`config.mk`:
```
export PLATFORM = sky130hd
export DESIGN_NAME = gpio_command_line_parser_top_flat
export DESIGN_NICKNAME = d
export VERILOG_FILES = /design/src/hdl/gclp_pkg.sv /design/src/hdl/gclp_char_if.sv /design/src/hdl/gclp_result_if.sv /design/src/hdl/gpio_command_line_parser_top.sv /design/src/hdl/gclp_apb_regs.sv /design/src/hdl/gclp_char_class.sv /design/src/hdl/gclp_parser.sv /design/src/flat_wrapper.sv
export VERILOG_INCLUDE_DIRS = /design/src /design/src/hdl
export SDC_FILE = /design/constraint.sdc
export NUM_CORES = 1
export LEC_CHECK = 0
export BUFFER_PORTS_ARGS = -buffer_cell sky130_fd_sc_hd__buf_2
export CAP_MARGIN = 30
export CORE_ASPECT_RATIO = 0.6
export CORE_MARGIN = 10
export CORE_UTILIZATION = 50
export CTS_BUF_LIST = sky130_fd_sc_hd__clkbuf_4
export DETAILED_ROUTE_END_ITERATION = 8
export GPL_TIMING_DRIVEN = 0
export PLACE_DENSITY = 0.82
export SLEW_MARGIN = 10
export SYNTH_ARGS = -nofsm -noshare
export SYNTH_HDL_FRONTEND = slang
export SYNTH_SLANG_ARGS = --single-unit
```
`constraint.sdc`:
```
create_clock -name clk_i -period 5.2 [get_ports clk_i]
set_clock_uncertainty 0.2 [all_clocks]
set_input_delay 1.04 -clock clk_i [delete_from_list [all_inputs] [get_ports clk_i]]
set_output_delay 1.04 -clock clk_i [all_outputs]
set_load 0.01 [all_outputs]
```
`src/hdl/gpio_command_line_parser_top_macros.svh`:
```
// Assertion macros shared by the GPIO command line parser RTL.
// Plain header: no dependencies; included by the files that assert.
`ifndef GPIO_COMMAND_LINE_PARSER_TOP_MACROS_SVH
`define GPIO_COMMAND_LINE_PARSER_TOP_MACROS_SVH

// Same-cycle implication, sampled on the rising clock, off during reset.
`define GCLP_ASSERT_NOW(lbl, clk, rstn, ante, cons, msg) \
  lbl: assert property (@(posedge clk) disable iff (!rstn) (ante) |-> (cons)) \
    else $error(msg);

// Next-cycle implication, sampled on the rising clock, off during reset.
`define GCLP_ASSERT_NEXT(lbl, clk, rstn, ante, cons, msg) \
  lbl: assert property (@(posedge clk) disable iff (!rstn) (ante) |=> (cons)) \
    else $error(msg);

`endif

```
`src/hdl/gclp_pkg.sv`:
```
// Shared types and constants of the GPIO command line parser.
// No dependencies; used by the RTL modules and the testbench.
package gclp_pkg;

  // Characters recognized by the parser
  localparam logic [7:0] ChSpace   = 8'h20;
  localparam logic [7:0] ChTab     = 8'h09;
  localparam logic [7:0] ChCr      = 8'h0D;
  localparam logic [7:0] ChLf      = 8'h0A;
  localparam logic [7:0] ChDash    = 8'h2D;
  localparam logic [7:0] ChCaret   = 8'h5E;
  localparam logic [7:0] ChUnder   = 8'h5F;
  localparam logic [7:0] ChPercent = 8'h25;
  localparam logic [7:0] ChAmp     = 8'h26;
  localparam logic [7:0] ChQuest   = 8'h3F;
  localparam logic [7:0] ChAt      = 8'h40;
  localparam logic [7:0] ChZero    = 8'h30;
  localparam logic [7:0] ChNine    = 8'h39;
  localparam logic [7:0] ChLowCase = 8'h20;
  localparam logic [7:0] ChH       = 8'h68;
  localparam logic [7:0] ChD       = 8'h64;
  localparam logic [7:0] ChE       = 8'h65;
  localparam logic [7:0] ChG       = 8'h67;
  localparam logic [7:0] ChR       = 8'h72;
  localparam logic [7:0] ChB       = 8'h62;

  // Command codes
  localparam logic [3:0] CmdHelp      = 4'd0;
  localparam logic [3:0] CmdEchoOff   = 4'd1;
  localparam logic [3:0] CmdEchoOn    = 4'd2;
  localparam logic [3:0] CmdChangeOn  = 4'd3;
  localparam logic [3:0] CmdChangeOff = 4'd4;
  localparam logic [3:0] CmdBoot      = 4'd5;
  localparam logic [3:0] CmdHigh      = 4'd6;
  localparam logic [3:0] CmdLow       = 4'd7;
  localparam logic [3:0] CmdInput     = 4'd8;
  localparam logic [3:0] CmdOutput    = 4'd9;
  localparam logic [3:0] CmdState     = 4'd10;
  localparam logic [3:0] CmdLevel     = 4'd11;

  // Error codes
  localparam logic [1:0] ErrNone    = 2'd0;
  localparam logic [1:0] ErrInvalid = 2'd1;
  localparam logic [1:0] ErrBig     = 2'd2;
  localparam logic [1:0] ErrNoPort  = 2'd3;

  // Register map (byte address bit 2 selects the register)
  localparam int unsigned AddrWidth  = 3;
  localparam logic        RegMaxPort = 1'b0;
  localparam logic [7:0]  MaxPortRst = 8'd31;

  // Width of the decimal accumulator: 255 * 10 + 9 fits in 12 bits
  localparam int unsigned AccWidth = 12;

  // Character class, decoded from one received byte
  typedef struct packed {
    logic       is_ws;
    logic       is_eol;
    logic       is_dash;
    logic       is_prefix;
    logic [3:0] prefix_cmd;
    logic       is_letter;
    logic [3:0] letter_cmd;
    logic       is_digit;
    logic [3:0] digit;
  } char_class_t;

  // One result word
  typedef struct packed {
    logic       command_valid;
    logic [3:0] command_code;
    logic [7:0] port_number;
    logic [1:0] error_code;
  } result_t;

endpackage

```
`src/hdl/gclp_char_if.sv`:
```
// Input channel of the parser: one received character per word.
// No dependencies.
interface gclp_char_if;
  logic       valid;
  logic       ready;
  logic [7:0] char_in;

  modport source (output valid, output char_in, input ready);
  modport sink   (input valid, input char_in, output ready);
endinterface

```
`src/hdl/gclp_result_if.sv`:
```
// Output channel of the parser: one result word per character.
// No dependencies.
interface gclp_result_if;
  logic       valid;
  logic       ready;
  logic       command_valid;
  logic [3:0] command_code;
  logic [7:0] port_number;
  logic [1:0] error_code;

  modport source (output valid, output command_valid, output command_code,
                  output port_number, output error_code, input ready);
  modport sink   (input valid, input command_valid, input command_code,
                  input port_number, input error_code, output ready);
endinterface

```
`src/hdl/gpio_command_line_parser_top.sv`:
```
// Top level of the GPIO command line parser: APB register, input register,
// character decoder and parser. Depends on gclp_pkg, the two channel
// interfaces, gclp_apb_regs, gclp_char_class and gclp_parser.

// Parses console lines one character per word. Each accepted character
// gives exactly one result word, in order: a completed command (code and
// port), an error (invalid character, port above max_port, missing port
// number) or an empty word. Space and tab are skipped; a lone CR or LF is
// skipped; any error drops the line and restarts at the prefix.
// Throughput: one character per cycle, sustained, whenever the result side
// takes a word each cycle. A character goes through the input register and
// then the result register. The per-character cost is the parser step:
// decode, accumulator times ten plus digit, and the compare against
// max_port, all combinational. While a finished word waits on the result
// side, the input register takes at most one more word and then holds off
// the input. max_port sits at byte address 0 of the APB port (reset 31);
// it is to be written only while idle; the block itself does not enforce this.
module gpio_command_line_parser_top (
  input  logic                           clk_i,
  input  logic                           rst_ni,
  gclp_char_if.sink                      char_i,
  gclp_result_if.source                  result_o,
  input  logic                           psel,
  input  logic                           penable,
  input  logic                           pwrite,
  input  logic [gclp_pkg::AddrWidth-1:0] paddr,
  input  logic [31:0]                    pwdata,
  output logic [31:0]                    prdata,
  output logic                           pready
);

  logic                  in_valid_q;
  logic [7:0]            char_q;
  logic                  step;
  logic                  res_free;
  logic [7:0]            max_port;
  gclp_pkg::char_class_t cls;
  gclp_pkg::result_t     res;

  gclp_apb_regs u_regs (
    .clk_i      (clk_i),
    .rst_ni     (rst_ni),
    .psel       (psel),
    .penable    (penable),
    .pwrite     (pwrite),
    .paddr      (paddr),
    .pwdata     (pwdata),
    .prdata     (prdata),
    .pready     (pready),
    .max_port_o (max_port)
  );

  // Input register: refills in the cycle its word moves on to the parser
  assign step         = in_valid_q && res_free;
  assign char_i.ready = !in_valid_q || res_free;

  always_ff @(posedge clk_i or negedge rst_ni) begin
    if (!rst_ni) begin
      in_valid_q <= 1'b0;
    end else if (char_i.ready) begin
      in_valid_q <= char_i.valid;
    end
  end

  always_ff @(posedge clk_i) begin
    if (char_i.ready && char_i.valid) begin
      char_q <= char_i.char_in;
    end
  end

  gclp_char_class u_class (
    .char_i (char_q),
    .cls_o  (cls)
  );

  gclp_parser u_parser (
    .clk_i       (clk_i),
    .rst_ni      (rst_ni),
    .step_i      (step),
    .cls_i       (cls),
    .max_port_i  (max_port),
    .out_ready_i (result_o.ready),
    .out_valid_o (result_o.valid),
    .free_o      (res_free),
    .res_o       (res)
  );

  assign result_o.command_valid = res.command_valid;
  assign result_o.command_code  = res.command_code;
  assign result_o.port_number   = res.port_number;
  assign result_o.error_code    = res.error_code;

endmodule

```
`src/hdl/gclp_apb_regs.sv`:
```
// APB configuration register file of the parser (max_port).
// Depends on gclp_pkg.
module gclp_apb_regs (
  input  logic                          clk_i,
  input  logic                          rst_ni,
  input  logic                          psel,
  input  logic                          penable,
  input  logic                          pwrite,
  input  logic [gclp_pkg::AddrWidth-1:0] paddr,
  input  logic [31:0]                   pwdata,
  output logic [31:0]                   prdata,
  output logic                          pready,
  output logic [7:0]                    max_port_o
);

  logic [7:0] max_port_q;
  logic       wr_en;

  assign pready = 1'b1;
  assign wr_en  = psel && penable && pwrite && (paddr[2] == gclp_pkg::RegMaxPort);

  always_ff @(posedge clk_i or negedge rst_ni) begin
    if (!rst_ni) begin
      max_port_q <= gclp_pkg::MaxPortRst;
    end else if (wr_en) begin
      max_port_q <= pwdata[7:0];
    end
  end

  always_comb begin
    prdata = 32'd0;
    if (paddr[2] == gclp_pkg::RegMaxPort) begin
      prdata = {24'd0, max_port_q};
    end
  end

  assign max_port_o = max_port_q;

endmodule

```
`src/hdl/gclp_char_class.sv`:
```
// Character decoder: sorts one byte into the classes the parser acts on.
// Depends on gclp_pkg; purely combinational.
module gclp_char_class (
  input  logic [7:0]            char_i,
  output gclp_pkg::char_class_t cls_o
);

  logic [7:0] folded;

  // Setting bit 5 maps upper-case letters onto lower case
  assign folded = char_i | gclp_pkg::ChLowCase;

  always_comb begin
    cls_o            = '0;
    cls_o.is_ws      = (char_i == gclp_pkg::ChSpace) || (char_i == gclp_pkg::ChTab);
    cls_o.is_eol     = (char_i == gclp_pkg::ChCr) || (char_i == gclp_pkg::ChLf);
    cls_o.is_dash    = (char_i == gclp_pkg::ChDash);
    cls_o.is_digit   = (char_i >= gclp_pkg::ChZero) && (char_i <= gclp_pkg::ChNine);
    cls_o.digit      = char_i[3:0];

    cls_o.is_prefix  = 1'b1;
    case (char_i)
      gclp_pkg::ChCaret:   cls_o.prefix_cmd = gclp_pkg::CmdHigh;
      gclp_pkg::ChUnder:   cls_o.prefix_cmd = gclp_pkg::CmdLow;
      gclp_pkg::ChPercent: cls_o.prefix_cmd = gclp_pkg::CmdInput;
      gclp_pkg::ChAmp:     cls_o.prefix_cmd = gclp_pkg::CmdOutput;
      gclp_pkg::ChQuest:   cls_o.prefix_cmd = gclp_pkg::CmdState;
      gclp_pkg::ChAt:      cls_o.prefix_cmd = gclp_pkg::CmdLevel;
      default: begin
        cls_o.is_prefix  = 1'b0;
        cls_o.prefix_cmd = gclp_pkg::CmdHelp;
      end
    endcase

    cls_o.is_letter  = 1'b1;
    case (folded)
      gclp_pkg::ChH: cls_o.letter_cmd = gclp_pkg::CmdHelp;
      gclp_pkg::ChD: cls_o.letter_cmd = gclp_pkg::CmdEchoOff;
      gclp_pkg::ChE: cls_o.letter_cmd = gclp_pkg::CmdEchoOn;
      gclp_pkg::ChG: cls_o.letter_cmd = gclp_pkg::CmdChangeOn;
      gclp_pkg::ChR: cls_o.letter_cmd = gclp_pkg::CmdChangeOff;
      gclp_pkg::ChB: cls_o.letter_cmd = gclp_pkg::CmdBoot;
      default: begin
        cls_o.is_letter  = 1'b0;
        cls_o.letter_cmd = gclp_pkg::CmdHelp;
      end
    endcase
  end

endmodule

```
`src/hdl/gclp_parser.sv`:
```
// Line parser state machine with the result register.
// Depends on gclp_pkg and gpio_command_line_parser_top_macros.svh.
`include "gpio_command_line_parser_top_macros.svh"

module gclp_parser (
  input  logic                  clk_i,
  input  logic                  rst_ni,
  input  logic                  step_i,
  input  gclp_pkg::char_class_t cls_i,
  input  logic [7:0]            max_port_i,
  input  logic                  out_ready_i,
  output logic                  out_valid_o,
  output logic                  free_o,
  output gclp_pkg::result_t     res_o
);

  typedef enum logic [1:0] {
    PhPrefix,
    PhLetter,
    PhNumber,
    PhDelim
  } phase_e;

  phase_e                          phase_q, phase_d;
  logic [3:0]                      cmd_q, cmd_d;
  logic [gclp_pkg::AccWidth-1:0]   acc_q, acc_d;
  logic                            seen_q, seen_d;
  logic                            res_valid_q;
  gclp_pkg::result_t               res_q, res_d;
  logic [gclp_pkg::AccWidth-1:0]   acc_next;

  // acc * 10 + digit as two shifted adds
  assign acc_next = {acc_q[gclp_pkg::AccWidth-4:0], 3'b000}
                  + {acc_q[gclp_pkg::AccWidth-2:0], 1'b0}
                  + {{(gclp_pkg::AccWidth-4){1'b0}}, cls_i.digit};

  assign free_o = !res_valid_q || out_ready_i;

  always_comb begin
    phase_d = phase_q;
    cmd_d   = cmd_q;
    acc_d   = acc_q;
    seen_d  = seen_q;
    res_d   = '0;
    if (!cls_i.is_ws) begin
      case (phase_q)
        PhPrefix: begin
          cmd_d = gclp_pkg::CmdHelp;
          if (cls_i.is_eol) begin
            phase_d = PhPrefix;
          end else if (cls_i.is_dash) begin
            phase_d = PhLetter;
          end else if (cls_i.is_prefix) begin
            cmd_d   = cls_i.prefix_cmd;
            acc_d   = '0;
            seen_d  = 1'b0;
            phase_d = PhNumber;
          end else begin
            res_d.error_code = gclp_pkg::ErrInvalid;
          end
        end
        PhLetter: begin
          if (cls_i.is_letter) begin
            cmd_d   = cls_i.letter_cmd;
            phase_d = PhDelim;
          end else begin
            res_d.error_code = gclp_pkg::ErrInvalid;
            phase_d          = PhPrefix;
          end
        end
        PhNumber: begin
          if (cls_i.is_digit) begin
            acc_d  = acc_next;
            seen_d = 1'b1;
            if (acc_next > {{(gclp_pkg::AccWidth-8){1'b0}}, max_port_i}) begin
              res_d.error_code = gclp_pkg::ErrBig;
              phase_d          = PhPrefix;
            end
          end else if (cls_i.is_eol) begin
            phase_d = PhPrefix;
            if (!seen_q) begin
              res_d.error_code = gclp_pkg::ErrNoPort;
            end else begin
              res_d.command_valid = 1'b1;
              res_d.command_code  = cmd_q;
              res_d.port_number   = acc_q[7:0];
            end
          end else begin
            res_d.error_code = gclp_pkg::ErrInvalid;
            phase_d          = PhPrefix;
          end
        end
        PhDelim: begin
          phase_d = PhPrefix;
          if (cls_i.is_eol) begin
            res_d.command_valid = 1'b1;
            res_d.command_code  = cmd_q;
          end else begin
            res_d.error_code = gclp_pkg::ErrInvalid;
          end
        end
        default: begin
          phase_d = PhPrefix;
        end
      endcase
    end
  end

  always_ff @(posedge clk_i or negedge rst_ni) begin
    if (!rst_ni) begin
      phase_q     <= PhPrefix;
      cmd_q       <= '0;
      acc_q       <= '0;
      seen_q      <= 1'b0;
      res_valid_q <= 1'b0;
    end else begin
      if (step_i) begin
        phase_q <= phase_d;
        cmd_q   <= cmd_d;
        acc_q   <= acc_d;
        seen_q  <= seen_d;
      end
      if (free_o) begin
        res_valid_q <= step_i;
      end
    end
  end

  always_ff @(posedge clk_i) begin
    if (step_i) begin
      res_q <= res_d;
    end
  end

  assign out_valid_o = res_valid_q;
  assign res_o       = res_q;

  `GCLP_ASSERT_NOW(a_step_has_room, clk_i, rst_ni, step_i, free_o,
    "parser stepped while the result register was blocked")
  `GCLP_ASSERT_NOW(a_cmd_no_error, clk_i, rst_ni, res_valid_q && res_q.command_valid,
    (res_q.error_code == gclp_pkg::ErrNone) && (res_q.command_code <= gclp_pkg::CmdLevel),
    "completed command carries an error or a bad code")
  `GCLP_ASSERT_NOW(a_empty_fields, clk_i, rst_ni, res_valid_q && !res_q.command_valid,
    (res_q.command_code == gclp_pkg::CmdHelp) && (res_q.port_number == 8'd0),
    "result without a command has nonzero fields")
  `GCLP_ASSERT_NEXT(a_error_resets, clk_i, rst_ni,
    step_i && (res_d.error_code != gclp_pkg::ErrNone), phase_q == PhPrefix,
    "parser did not return to the prefix phase after an error")

endmodule

```
`src/flat_wrapper.sv`:
```
// flat-port wrapper written by rule: the top's interface ports become plain ports
module gpio_command_line_parser_top_flat 
  (clk_i, rst_ni, psel, penable, pwrite, paddr, pwdata, prdata, pready, char_i_valid, char_i_char_in, char_i_ready, result_o_valid, result_o_command_valid, result_o_command_code, result_o_port_number, result_o_error_code, result_o_ready);
  gclp_char_if char_i_i ();
  gclp_result_if result_o_i ();
  input  logic clk_i;
  input  logic rst_ni;
  input  logic psel;
  input  logic penable;
  input  logic pwrite;
  input  logic [gclp_pkg::AddrWidth-1:0] paddr;
  input  logic [31:0] pwdata;
  output logic [31:0] prdata;
  output logic pready;
  input wire logic [$bits(char_i_i.valid)-1:0] char_i_valid;
  input wire logic [$bits(char_i_i.char_in)-1:0] char_i_char_in;
  output wire logic [$bits(char_i_i.ready)-1:0] char_i_ready;
  output wire logic [$bits(result_o_i.valid)-1:0] result_o_valid;
  output wire logic [$bits(result_o_i.command_valid)-1:0] result_o_command_valid;
  output wire logic [$bits(result_o_i.command_code)-1:0] result_o_command_code;
  output wire logic [$bits(result_o_i.port_number)-1:0] result_o_port_number;
  output wire logic [$bits(result_o_i.error_code)-1:0] result_o_error_code;
  input wire logic [$bits(result_o_i.ready)-1:0] result_o_ready;
  assign char_i_i.valid = char_i_valid;
  assign char_i_i.char_in = char_i_char_in;
  assign char_i_ready = char_i_i.ready;
  assign result_o_valid = result_o_i.valid;
  assign result_o_command_valid = result_o_i.command_valid;
  assign result_o_command_code = result_o_i.command_code;
  assign result_o_port_number = result_o_i.port_number;
  assign result_o_error_code = result_o_i.error_code;
  assign result_o_i.ready = result_o_ready;
  gpio_command_line_parser_top u_core (.clk_i(clk_i), .rst_ni(rst_ni), .char_i(char_i_i), .result_o(result_o_i), .psel(psel), .penable(penable), .pwrite(pwrite), .paddr(paddr), .pwdata(pwdata), .prdata(prdata), .pready(pready));
endmodule
```
==> impl_metrics.env, run 1 <==
export IMPL_outcome="complete, no violations"
export IMPL_rows=23
export IMPL_ys_warn_count=0
export IMPL_timing_worst_slew_pin_value_ns=0.8096
export IMPL_cts_htree_levels=2
export IMPL_timing_max_transition_violations_final=0
export IMPL_grt_max_degree=29
export IMPL_timing_critical_path_cells="buf_2 -> inv_1 -> fa_1 -> inv_1 -> ha_1 -> a211o_1 -> a21oi_1 -> xnor2_1 -> ha_1 -> nand4_1 -> nor2_1 -> a21oi_1 -> a2111oi_4 -> o2111a_1 -> o32ai_1"
export IMPL_synth_largest_area_cell="sky130_fd_sc_hd__edfxtp_1"
export IMPL_p_leak_nw=1.898
export IMPL_via_per_inst=5.342
export IMPL_cts_inserted_buffers=5
export IMPL_initialDrtViolationCount=201
export IMPL_finalCriticalPeriod_ns=4.431
export IMPL_firstDrtPassIters=4
export IMPL_max_freq_ghz=0.2257
export IMPL_first_global_vias=2571
export IMPL_route_vias_total=2548
export IMPL_multi_input_comb_area_um2=1755
export IMPL_detail_route_antenna_nets=0
export IMPL_critPathArrivalTime_ns=4.35
export IMPL_yosys_register_bits=51
export IMPL_post_cts_resized_instances=0
export IMPL_boundaryPins=100
export IMPL_final_core_util_pct=58.28
export IMPL_timing_critical_path_max_delay_family="compound AO/OA/AOI/OAI gates"
export IMPL_post_route_drc_count=0
export IMPL_track_usage_pct=14.38
export IMPL_avgRoutedWirePerCell_um=15.84
export IMPL_tritoncts_clock_tree="done"
export IMPL_synth_cell_type_count=70
export IMPL_cpPeakStageDelay_ns=0.57
export IMPL_final_critical_path_setup_slack_ns=0.7693
export IMPL_final_seq_area_um2=1398
export IMPL_antennaDiodeCount=0
export IMPL_post_cts_hold_buffer_count=0
export IMPL_port_buffer_count=47
export IMPL_clock_root_buffer="sky130_fd_sc_hd__clkbuf_4"
export IMPL_filler_cell_count=572
export IMPL_die_area_um2=10530
export IMPL_dr_wl_met3_um=685
export IMPL_start_util_pct=50.89
export IMPL_cpMaxStageDelayCell="sky130_fd_sc_hd__fa_1"
export IMPL_critical_path_class="reg -> reg"
export IMPL_synth_seq_area_share_pct=41.49
export IMPL_critical_path_peak_fanout=9
export IMPL_worst_ir_drop_vdd_v=0.0001343
export IMPL_post_dp_hpwl_mm=6.086
export IMPL_first_pass_grt_wire_length_mm=12.85
export IMPL_post_place_ws_ns=0.8398
export IMPL_synth_avg_cell_area_um2=10.80
export IMPL_final_hold_viol_count=0
export IMPL_routed_wirelength_mm=7.555
export IMPL_grt_antenna_before_repair=0
export IMPL_total_setup_buffers_inserted_after_cts=0
export IMPL_core_area_um2=6619
export IMPL_syn_inst=312
export IMPL_synth_area_um2=3368
export IMPL_postSynth_asyncResetShare_pct=54.90
export IMPL_synth_area_top_cells="sky130_fd_sc_hd__edfxtp_1 21%, sky130_fd_sc_hd__dfrtp_1 17%, sky130_fd_sc_hd__ha_1 9.7%"
export IMPL_dominantRegCellSynth="sky130_fd_sc_hd__edfxtp_1"
export IMPL_setup_tns_ns=0
export IMPL_met1Wirelength_mm=3.805
export IMPL_design_final_nets=467
export IMPL_critical_path_buf_inv_count=3
export IMPL_finalHoldWorstSlack_ns=0.3124
export IMPL_synth_largest_type_area_fraction_pct=20.51
export IMPL_met2_length_mm=3.030
export IMPL_final_weighted_congestion_in_routability_driven_placement=0.8854
export IMPL_clock_latency_ns=0.37
export IMPL_maxCapViolCount=0
export IMPL_grt_overflow_total=0
export IMPL_top_signal_layer_used="met4"
export IMPL_die_h_um=83.58
export IMPL_setup_violations=0
export IMPL_timing_final_crit_share_pct=85.20
export IMPL_timing_critical_path_from_type="flip-flop"
export IMPL_clkSlewWorstSetupHoldPaths_ns=0.16
export IMPL_max_slew_margin_rel_pct=46.03
export IMPL_cts_sink_count=51
export IMPL_synth_edff_count=23
export IMPL_critPathRequiredTime_ns=5.12
export IMPL_drive_above_1_share_pct=28.97
export IMPL_endpoint_kind="flip-flop"
export IMPL_power_per_cell_area_nw_per_um2=217.6
export IMPL_flow_area_growth_from_synthesis_pct=14.52
export IMPL_grt_setup_unrepaired="no"
export IMPL_die_width_um=126.0
export IMPL_worst_min_delay_path_class="reg -> reg"
export IMPL_cts_root_to_sink_buffers=2
-- metal layers --
metal / vias up / GRT usage (%)
met5: - / 0
met4: 0 / 2.163
met1: 1178 / 20.49
li1: 1263 / -
met3: 4 / 5.266
met2: 103 / 20.43
-- where the power goes --
group	switching (mW)	total, mW	internal (mW)	leakage [nW]
Clock	0.127	0.186	0.0587	0.0356
Combinational	0.101	0.180	0.0787	1.28
Sequential	0.0160	0.474	0.458	0.585
-- synthesized netlist by cell type, drive strengths merged, types with 4 or more instances --
cell    number
a21o         4
dfrtp       23
a211oi       4
inv         18
a22o         9
o21ai        7
and2        12
edfxtp      23
mux2        12
nand2        9
buf         30
nand3        5
nand2b       6
nand4        6
nor2        20
xnor2        5
nor2b        8
ha          26
xor2         4
dfstp        5
a21oi        9
nor3         5
clkbuf       4
-- worst paths after layout --
| kind | start | end | slack (ns) | depth (start not counted) |
|---|---|---|---|---|
| hold / removal | u_core.u_parser.cmd_q[2] | u_core.u_parser.cmd_q[2] | 0.31 | 1 |
| setup reg to reg | u_core.char_q[3] | u_core.u_parser.res_o[1] | 0.77 | 15 |
| setup / recovery | u_core.char_q[3] | u_core.u_parser.res_o[1] | 0.77 | 15 |
| max in group asynchronous | rst_ni | u_core.u_parser.acc_q[2] | 3.89 | 1 |
| hold reg to reg | u_core.u_parser.cmd_q[2] | u_core.u_parser.cmd_q[2] | 0.31 | 1 |
| min in group asynchronous | rst_ni | u_core.u_parser.phase_q[1] | 0.48 | 1 |
-- through the flow --
stage | instance area [um^2] | instances | power (mW)
2_1_floorplan | 3455 | 335 | 0.6023
3_3_place_gp | 3799 | 469 | 0.6509
3_5_place_dp | 3799 | 469 | 0.6611
6_report | 3857 | 477 | 0.8395
5_1_grt | 3857 | 477 | 0.8939
4_1_cts | 3857 | 477 | 0.8438
-- flip-flops by register name (all words and copies together), names as in the netlist --
register,cells
u_core.u_regs.max_port_o,8
u_core.u_parser.acc_q,11
u_core.u_parser.cmd_q,4
u_core.u_parser.seen_q,1
u_core.u_parser.out_valid_o,1
u_core.char_q,8
u_core.in_valid_q,1
u_core.u_parser.phase_q,2
u_core.u_parser.res_o,15
-- cell type report --
| class | count | area share (%) |
|---|---|---|
| clock buffers | 6 | 1.168 |
| plain buffers | 34 | 6.066 |
| flip-flops and latches | 51 | 36.23 |
| multi-input cells | 232 | 45.51 |
| well taps | 87 | 2.822 |
| clock inverters | 2 | 0.3568 |
| repair buffers | 47 | 6.098 |
| inverters | 18 | 1.752 |
-- cells by family after synthesis --
group           Yosys count  share of synthesized area [%]
simple gates             92                          16.01
compound gates           66                          16.01
buf+inv                  52                          8.952
flops                    51                          41.49
fa+ha+maj                28                          10.85
mux                      12                          4.123
xor+xnor                  9                          2.340
other cells               2                         0.2230
-- placed cells by master, fill, tap and decap left out, drive strengths merged, types with 10 or more instances in the layout --
cell type / n
edfxtp: 23
nor2: 20
dfrtp: 23
inv: 18
and2: 12
conb: 25
buf: 77
mux2: 12
ha: 26
clkbuf: 10
Note: power is estimated with default switching activity, not from simulation.
==> inputs of run 2 (changes only) <==
PLACE_DENSITY = 0.81   (was 0.82)
SYNTH_HIERARCHICAL = 1   (was unset)
==> run 2 against run 1 <==
  * Cell area up 3.6%
  * Routed wire length up 3.7%
  * Setup slack worse by 0.10 ns
  * Area after synthesis up 3.8%
  * Maximum frequency down 2.2%
  * Die area up 3.0%
  * Non-clock buffer count up 5
  * Register-to-register slack worse by 0.10 ns
  * Via count up 1.1%
==> impl_metrics.env, run 2 <==
export IMPL_design_final_nets=485
export IMPL_die_area_um2=10840
export IMPL_p_sw_mw=0.2752
export IMPL_holdPathEnd="u_core/u_parser/acc_q[9]"
export IMPL_worstHoldPathCells=1
export IMPL_flow_area_growth_from_synthesis_pct=14.32
export IMPL_instances_no_fill=495
export IMPL_rows=23
export IMPL_clock_root_buffer="sky130_fd_sc_hd__clkbuf_4"
export IMPL_core_area_um2=6734
export IMPL_first_global_vias=2625
export IMPL_drive_above_1_share_pct=31.62
export IMPL_dpl_cell_count=487
export IMPL_outcome="complete, no violations"
export IMPL_cts_root_to_sink_buffers=2
export IMPL_cts_inserted_buffers=5
export IMPL_cpMaxStageDelayCell="sky130_fd_sc_hd__or4b_4"
export IMPL_clock_latency_ns=0.38
export IMPL_avgRoutedWirePerCell_um=15.83
export IMPL_via_per_inst=5.206
export IMPL_post_cts_hold_buffer_count=0
export IMPL_finalCriticalPeriod_ns=4.531
export IMPL_routed_wirelength_mm=7.835
export IMPL_synth_avg_cell_area_um2=10.62
export IMPL_synth_edff_count=23
export IMPL_crit_cells=14
export IMPL_ys_warn_count=6
export IMPL_cpPeakStageDelay_ns=0.55
export IMPL_timing_max_transition_violations_final=0
export IMPL_critPathRequiredTime_ns=5.12
export IMPL_r2r_start="u_core/char_q[2]"
export IMPL_timing_critical_path_from_type="flip-flop"
export IMPL_rr_worst_depth=14
export IMPL_layout_cells_most_common="sky130_fd_sc_hd__buf_2"
export IMPL_grt_antenna_before_repair=0
export IMPL_p_sw_share_pct=30.75
export IMPL_worst_min_delay_path_class="reg -> reg"
export IMPL_worst_ir_drop_vdd_v=0.0001262
export IMPL_setup_violations=0
export IMPL_timing_final_crit_share_pct=87.14
export IMPL_timing_worst_slew_pin_value_ns=0.8346
export IMPL_critical_path_peak_fanout=5
export IMPL_max_freq_ghz=0.2207
export IMPL_post_dp_hpwl_mm=6.434
export IMPL_post_layout_total_power_mw=0.8949
export IMPL_largest_register_ffs=15
export IMPL_synth_seq_area_share_pct=39.99
export IMPL_cts_htree_levels=2
export IMPL_timing_critical_path_max_delay_family="adder cells"
export IMPL_initialDrtViolationCount=221
export IMPL_route_vias_total=2577
export IMPL_seq_power_share_pct=55.3
export IMPL_final_weighted_congestion_in_routability_driven_placement=0.9067
export IMPL_start_util_pct=51.90
export IMPL_critical_path_class="reg -> reg"
export IMPL_power_frac_comb_pct=22.7
export IMPL_syn_inst=329
export IMPL_synth_cell_type_count=68
export IMPL_p_leak_nw=1.936
export IMPL_maxCapViolCount=0
export IMPL_detail_route_antenna_nets=0
export IMPL_critical_path_buf_inv_count=2
export IMPL_synth_area_top_cells="sky130_fd_sc_hd__edfxtp_1 20%, sky130_fd_sc_hd__dfrtp_1 16%, sky130_fd_sc_hd__ha_1 9.3%"
export IMPL_filler_cell_count=580
export IMPL_first_pass_grt_wire_length_mm=13.07
export IMPL_grt_overflow_total=0
export IMPL_final_cell_mix="50 x sky130_fd_sc_hd__buf_2, 30 x sky130_fd_sc_hd__buf_4, 26 x sky130_fd_sc_hd__conb_1, 26 x sky130_fd_sc_hd__ha_1"
export IMPL_synth_largest_area_cell="sky130_fd_sc_hd__edfxtp_1"
export IMPL_postSynth_asyncResetShare_pct=54.90
export IMPL_grt_setup_unrepaired="no"
export IMPL_post_cts_resized_instances=0
export IMPL_port_buffer_count=48
export IMPL_cts_sink_count=51
export IMPL_power_per_cell_area_nw_per_um2=224.0
export IMPL_hold_path_startpoint="u_core/u_parser/acc_q[9]"
export IMPL_firstDrtPassIters=4
export IMPL_max_slew_margin_rel_pct=43.85
export IMPL_total_setup_buffers_inserted_after_cts=0
export IMPL_cell_internal_power_dissipation_mw=0.6197
export IMPL_final_hold_viol_count=0
export IMPL_tritoncts_clock_tree="done"
export IMPL_most_frequent_cell_after_synthesis="sky130_fd_sc_hd__buf_4"
export IMPL_track_usage_pct=14.44
export IMPL_boundaryPins=100
export IMPL_synth_area_um2=3495
export IMPL_power_frac_clock_pct=22.1
export IMPL_post_route_drc_count=0
export IMPL_die_h_um=84.76
export IMPL_timing_critical_path_mode_cell="sky130_fd_sc_hd__ha_1"
export IMPL_yosys_top_cells_count="30 x sky130_fd_sc_hd__buf_4, 26 x sky130_fd_sc_hd__ha_1, 23 x sky130_fd_sc_hd__dfrtp_1, 23 x sky130_fd_sc_hd__edfxtp_1, 20 x sky130_fd_sc_hd__inv_1"
export IMPL_clkSlewWorstSetupHoldPaths_ns=0.17
export IMPL_critPathArrivalTime_ns=4.45
export IMPL_antennaDiodeCount=0
export IMPL_dominantRegCellSynth="sky130_fd_sc_hd__edfxtp_1"
export IMPL_die_width_um=127.9
export IMPL_timing_critical_path_cells="buf_4 -> ha_1 -> ha_1 -> inv_1 -> fa_1 -> nand2b_1 -> a21oi_1 -> xor2_1 -> ha_1 -> o211ai_1 -> nand4_1 -> o2bb2ai_1 -> or4b_4 -> nor4b_4"
export IMPL_setup_tns_ns=0
export IMPL_synth_largest_type_area_fraction_pct=19.76
export IMPL_r2r_setup_slack_ns=0.67
export IMPL_endpoint_kind="flip-flop"
export IMPL_finalHoldWorstSlack_ns=0.3547
export IMPL_post_place_ws_ns=0.7462
export IMPL_reg2reg_to="u_core/u_parser/res_o[1]"
export IMPL_grt_max_degree=29
export IMPL_yosys_register_bits=51
export IMPL_final_critical_path_setup_slack_ns=0.6686
-- run 2: worst max path at each step --
stage | from | endpoint
2_1_floorplan | u_core/char_q[2] | u_core/u_parser/res_o[1]
3_3_place_gp | u_core/char_q[2] | u_core/u_parser/res_o[1]
3_5_place_dp | u_core/char_q[2] | u_core/u_parser/res_o[1]
4_1_cts | u_core/char_q[2] | u_core/u_parser/res_o[1]
5_1_grt | u_core/char_q[2] | u_core/u_parser/res_o[1]
6_report | u_core/char_q[2] | u_core/u_parser/res_o[1]
-- run 2: power by group through the flow --
stage | Sequential, mW | Combinational, mW | Clock [mW]
5_1_grt | 0.500 | 0.227 | 0.219
3_3_place_gp | 0.500 | 0.192 | 0
6_report | 0.495 | 0.203 | 0.198
4_1_cts | 0.495 | 0.203 | 0.205
3_5_place_dp | 0.504 | 0.202 | 0
2_1_floorplan | 0.499 | 0.137 | 0
-- run 2: cell families (layout without fill, tap and decap cells) --
| family | count (synthesis) | in the layout | synth area share (%) |
|---|---|---|---|
| mux | 10 | 10 | 3.151 |
| xor+xnor | 9 | 9 | 2.256 |
| simple gates | 111 | 111 | 21.34 |
| flops | 51 | 51 | 39.99 |
| fa+ha+maj | 28 | 28 | 10.45 |
| buf+inv | 58 | 114 | 10.38 |
| other cells | 3 | 26 | 0.3222 |
| compound gates | 59 | 59 | 12.10 |
-- run 2: area by class of cell --
type | count | area [um^2] | share of cell area, %
Clock inverter | 3 | 27.53 | 0.6890
Tap cell | 87 | 108.9 | 2.725
Clock buffer | 5 | 37.54 | 0.9396
Inverter | 20 | 75.07 | 1.879
Multi-Input combinational cell | 243 | 1821 | 45.57
Sequential cell | 51 | 1398 | 34.98
Buffer | 38 | 287.8 | 7.203
Timing Repair Buffer | 48 | 240.2 | 6.013
-- run 2: worst register-to-register path, stage by stage, from the launching register on --
cell	delay [ns]
sky130_fd_sc_hd__edfxtp_1	0.53
sky130_fd_sc_hd__buf_4	0.18
sky130_fd_sc_hd__ha_1	0.28
sky130_fd_sc_hd__ha_1	0.23
sky130_fd_sc_hd__inv_1	0.08
sky130_fd_sc_hd__fa_1	0.40
sky130_fd_sc_hd__nand2b_1	0.19
sky130_fd_sc_hd__a21oi_1	0.27
sky130_fd_sc_hd__xor2_1	0.33
sky130_fd_sc_hd__ha_1	0.31
sky130_fd_sc_hd__o211ai_1	0.21
sky130_fd_sc_hd__nand4_1	0.18
sky130_fd_sc_hd__o2bb2ai_1	0.17
sky130_fd_sc_hd__or4b_4	0.55
sky130_fd_sc_hd__nor4b_4	0.15
-- run 2: metrics by stage --
stage | utilization, % | cell area (um^2)
6_report | 59.33 | 3995
4_1_cts | 59.33 | 3995
3_5_place_dp | 58.36 | 3930
2_1_floorplan | - | 3581
5_1_grt | 59.33 | 3995
3_3_place_gp | 58.36 | 3930
-- run 2: layer usage --
layer  share of wire [%]  up-vias  routed length [um]  track usage, %
met2                  39      108                3088           20.12
met5                   0        -                   0               0
met4                0.56        0                  44           2.546
met1                  49     1163                3859           20.33
met3                  11        5                 843           6.152
li1                    -     1301                   -               -
==> inputs of run 3 (changes only) <==
CORE_UTILIZATION = 49   (was 50)
PLACE_DENSITY = 0.8   (was 0.81)
==> run 3 against run 2 <==
  * Sequential share of layout area did not move
  * Via count rose by 0.23%
  * Setup slack got worse by 0.089 ns
  * Clock-buffer cell count did not move
  * Critical path type unchanged
  * Non-clock buffer count did not move
  * Clock power barely moved
  * Cell area did not move
  * Power barely moved
  * Utilization fell by 0.50 points
  * Sequential power barely moved
==> impl_metrics.env, run 3 (synthesized netlist as in run 2, its figures left out) <==
export IMPL_antennaDiodeCount=0
export IMPL_timing_final_crit_share_pct=88.85
export IMPL_cts_root_to_sink_buffers=2
export IMPL_grt_max_degree=29
export IMPL_cts_inserted_buffers=5
export IMPL_max_slew_margin_rel_pct=43.72
export IMPL_p_sw_mw=0.2749
export IMPL_clkSlewWorstSetupHoldPaths_ns=0.17
export IMPL_start_util_pct=51.46
export IMPL_die_area_um2=11020
export IMPL_grt_overflow_total=0
export IMPL_cts_sink_count=51
export IMPL_design_final_nets=485
export IMPL_post_dp_hpwl_mm=6.297
export IMPL_timing_critical_path_mode_cell="sky130_fd_sc_hd__ha_1"
export IMPL_post_cts_hold_buffer_count=0
export IMPL_cell_internal_power_dissipation_mw=0.6198
export IMPL_seq_power_share_pct=55.1
export IMPL_finalCriticalPeriod_ns=4.620
export IMPL_largest_register_ffs=15
export IMPL_setup_violations=0
export IMPL_maxCapViolCount=0
export IMPL_tritoncts_clock_tree="done"
export IMPL_first_pass_grt_wire_length_mm=13.12
export IMPL_r2r_setup_slack_ns=0.58
export IMPL_cts_htree_levels=2
export IMPL_timing_critical_path_from_type="flip-flop"
export IMPL_endpoint_kind="flip-flop"
export IMPL_final_cell_mix="50 x sky130_fd_sc_hd__buf_2, 30 x sky130_fd_sc_hd__buf_4, 26 x sky130_fd_sc_hd__conb_1, 26 x sky130_fd_sc_hd__ha_1"
export IMPL_timing_critical_path_cells="buf_4 -> ha_1 -> ha_1 -> inv_1 -> fa_1 -> nand2b_1 -> a21oi_1 -> xor2_1 -> ha_1 -> o211ai_1 -> nand4_1 -> o2bb2ai_1 -> or4b_4 -> nor4b_4"
export IMPL_clock_latency_ns=0.37
export IMPL_hold_path_startpoint="u_core/u_parser/acc_q[10]"
export IMPL_post_cts_resized_instances=0
export IMPL_detail_route_antenna_nets=0
export IMPL_r2r_start="u_core/char_q[2]"
export IMPL_boundaryPins=100
export IMPL_groute_layer_met2_usage_pct=20.10
export IMPL_worst_min_delay_path_class="reg -> reg"
export IMPL_grt_met3_usage_pct=6.646
export IMPL_grt_met1_usage_pct=20.30
export IMPL_worst_ir_drop_vdd_v=0.0001432
export IMPL_max_freq_ghz=0.2164
export IMPL_instances_no_fill=495
export IMPL_clock_root_buffer="sky130_fd_sc_hd__clkbuf_4"
export IMPL_setup_tns_ns=0
export IMPL_firstDrtPassIters=4
export IMPL_rows=23
export IMPL_power_frac_comb_pct=22.7
export IMPL_p_leak_nw=1.936
export IMPL_cpMaxStageDelayCell="sky130_fd_sc_hd__or4b_4"
export IMPL_layout_cells_most_common="sky130_fd_sc_hd__buf_2"
export IMPL_cpPeakStageDelay_ns=0.55
export IMPL_dpl_cell_count=487
export IMPL_critical_path_class="reg -> reg"
export IMPL_reg2reg_to="u_core/u_parser/res_o[1]"
export IMPL_die_h_um=85.42
export IMPL_critPathRequiredTime_ns=5.11
export IMPL_post_route_drc_count=0
export IMPL_route_vias_total=2583
export IMPL_worstHoldPathCells=1
export IMPL_p_sw_share_pct=30.72
export IMPL_rr_worst_depth=14
export IMPL_routed_wirelength_mm=7.700
export IMPL_drive_above_1_share_pct=31.62
export IMPL_track_usage_pct=14.43
export IMPL_holdPathEnd="u_core/u_parser/acc_q[10]"
export IMPL_final_hold_viol_count=0
export IMPL_power_per_cell_area_nw_per_um2=224.0
export IMPL_grt_antenna_before_repair=0
export IMPL_outcome="complete, no violations"
export IMPL_grt_setup_unrepaired="no"
export IMPL_initialDrtViolationCount=257
export IMPL_first_global_vias=2619
export IMPL_flow_area_growth_from_synthesis_pct=14.32
export IMPL_via_per_inst=5.218
export IMPL_die_width_um=129.0
export IMPL_avgRoutedWirePerCell_um=15.56
export IMPL_final_weighted_congestion_in_routability_driven_placement=0.8980
export IMPL_port_buffer_count=48
export IMPL_timing_max_transition_violations_final=0
export IMPL_grt_busiest_layer="met1"
export IMPL_critical_path_peak_fanout=5
export IMPL_critPathArrivalTime_ns=4.53
export IMPL_power_frac_clock_pct=22.2
export IMPL_core_area_um2=6792
export IMPL_timing_worst_slew_pin_value_ns=0.8442
export IMPL_total_setup_buffers_inserted_after_cts=0
export IMPL_setup_worst_path_start="u_core/char_q[2]"
run 3: layout make-up:
type,instances,area [um^2]
well taps,87,108.9
repair buffers,48,240.2
clock inverters,3,27.53
fillers,567,2796
multi-input cells,243,1821
inverters,20,75.07
flip-flops and latches,51,1398
clock buffers,5,37.54
plain buffers,38,287.8
run 3: how the worst max path moves through the flow:
stage,cells after the start,endpoint
2_1_floorplan,15,u_core/u_parser/res_o[1]
3_3_place_gp,14,u_core/u_parser/res_o[1]
3_5_place_dp,14,u_core/u_parser/res_o[1]
4_1_cts,14,u_core/u_parser/res_o[1]
5_1_grt,14,u_core/u_parser/res_o[1]
6_report,14,u_core/u_parser/res_o[1]
run 3: worst max-delay path, delay by kind of cell (launching register included):
family / cells / cell delay, ns
AO/OA/AOI/OAI: 3 / 0.68
XOR/XNOR: 1 / 0.37
adder cells (fa/ha/maj): 4 / 1.22
buffers and inverters: 2 / 0.25
flip-flops: 1 / 0.53
AND/OR/NAND/NOR: 4 / 1.10
run 3: power by group through the flow:
stage	clock [mW]	combinational (mW)	sequential (mW)
after CTS	0.203	0.203	0.494
after floorplan	0	0.137	0.499
final	0.198	0.203	0.493
after detailed placement	0	0.202	0.503
after global placement	0	0.192	0.501
after global routing	0.223	0.229	0.500
run 3: stage by stage:
stage | worst slack [ns] | util [%] | area (um^2) | hold slack (ns) | total power, mW
3_3_place_gp | 0.8185 | 57.87 | 3930 | 0.3076 | 0.6920
2_1_floorplan | 1.296 | - | 3581 | 0.2772 | 0.6363
5_1_grt | 0.4322 | 58.82 | 3995 | 0.3812 | 0.9518
3_5_place_dp | 0.6539 | 57.87 | 3930 | 0.3118 | 0.7051
4_1_cts | 0.6424 | 58.82 | 3995 | 0.3528 | 0.9005
6_report | 0.5799 | 58.82 | 3995 | 0.3630 | 0.8947
run 3: layer usage:
metal  up-vias  share of wire (%)
met5         -                  0
met4         0               0.31
met3         4                 13
met2       121                 38
met1      1165                 49
li1       1293                  -
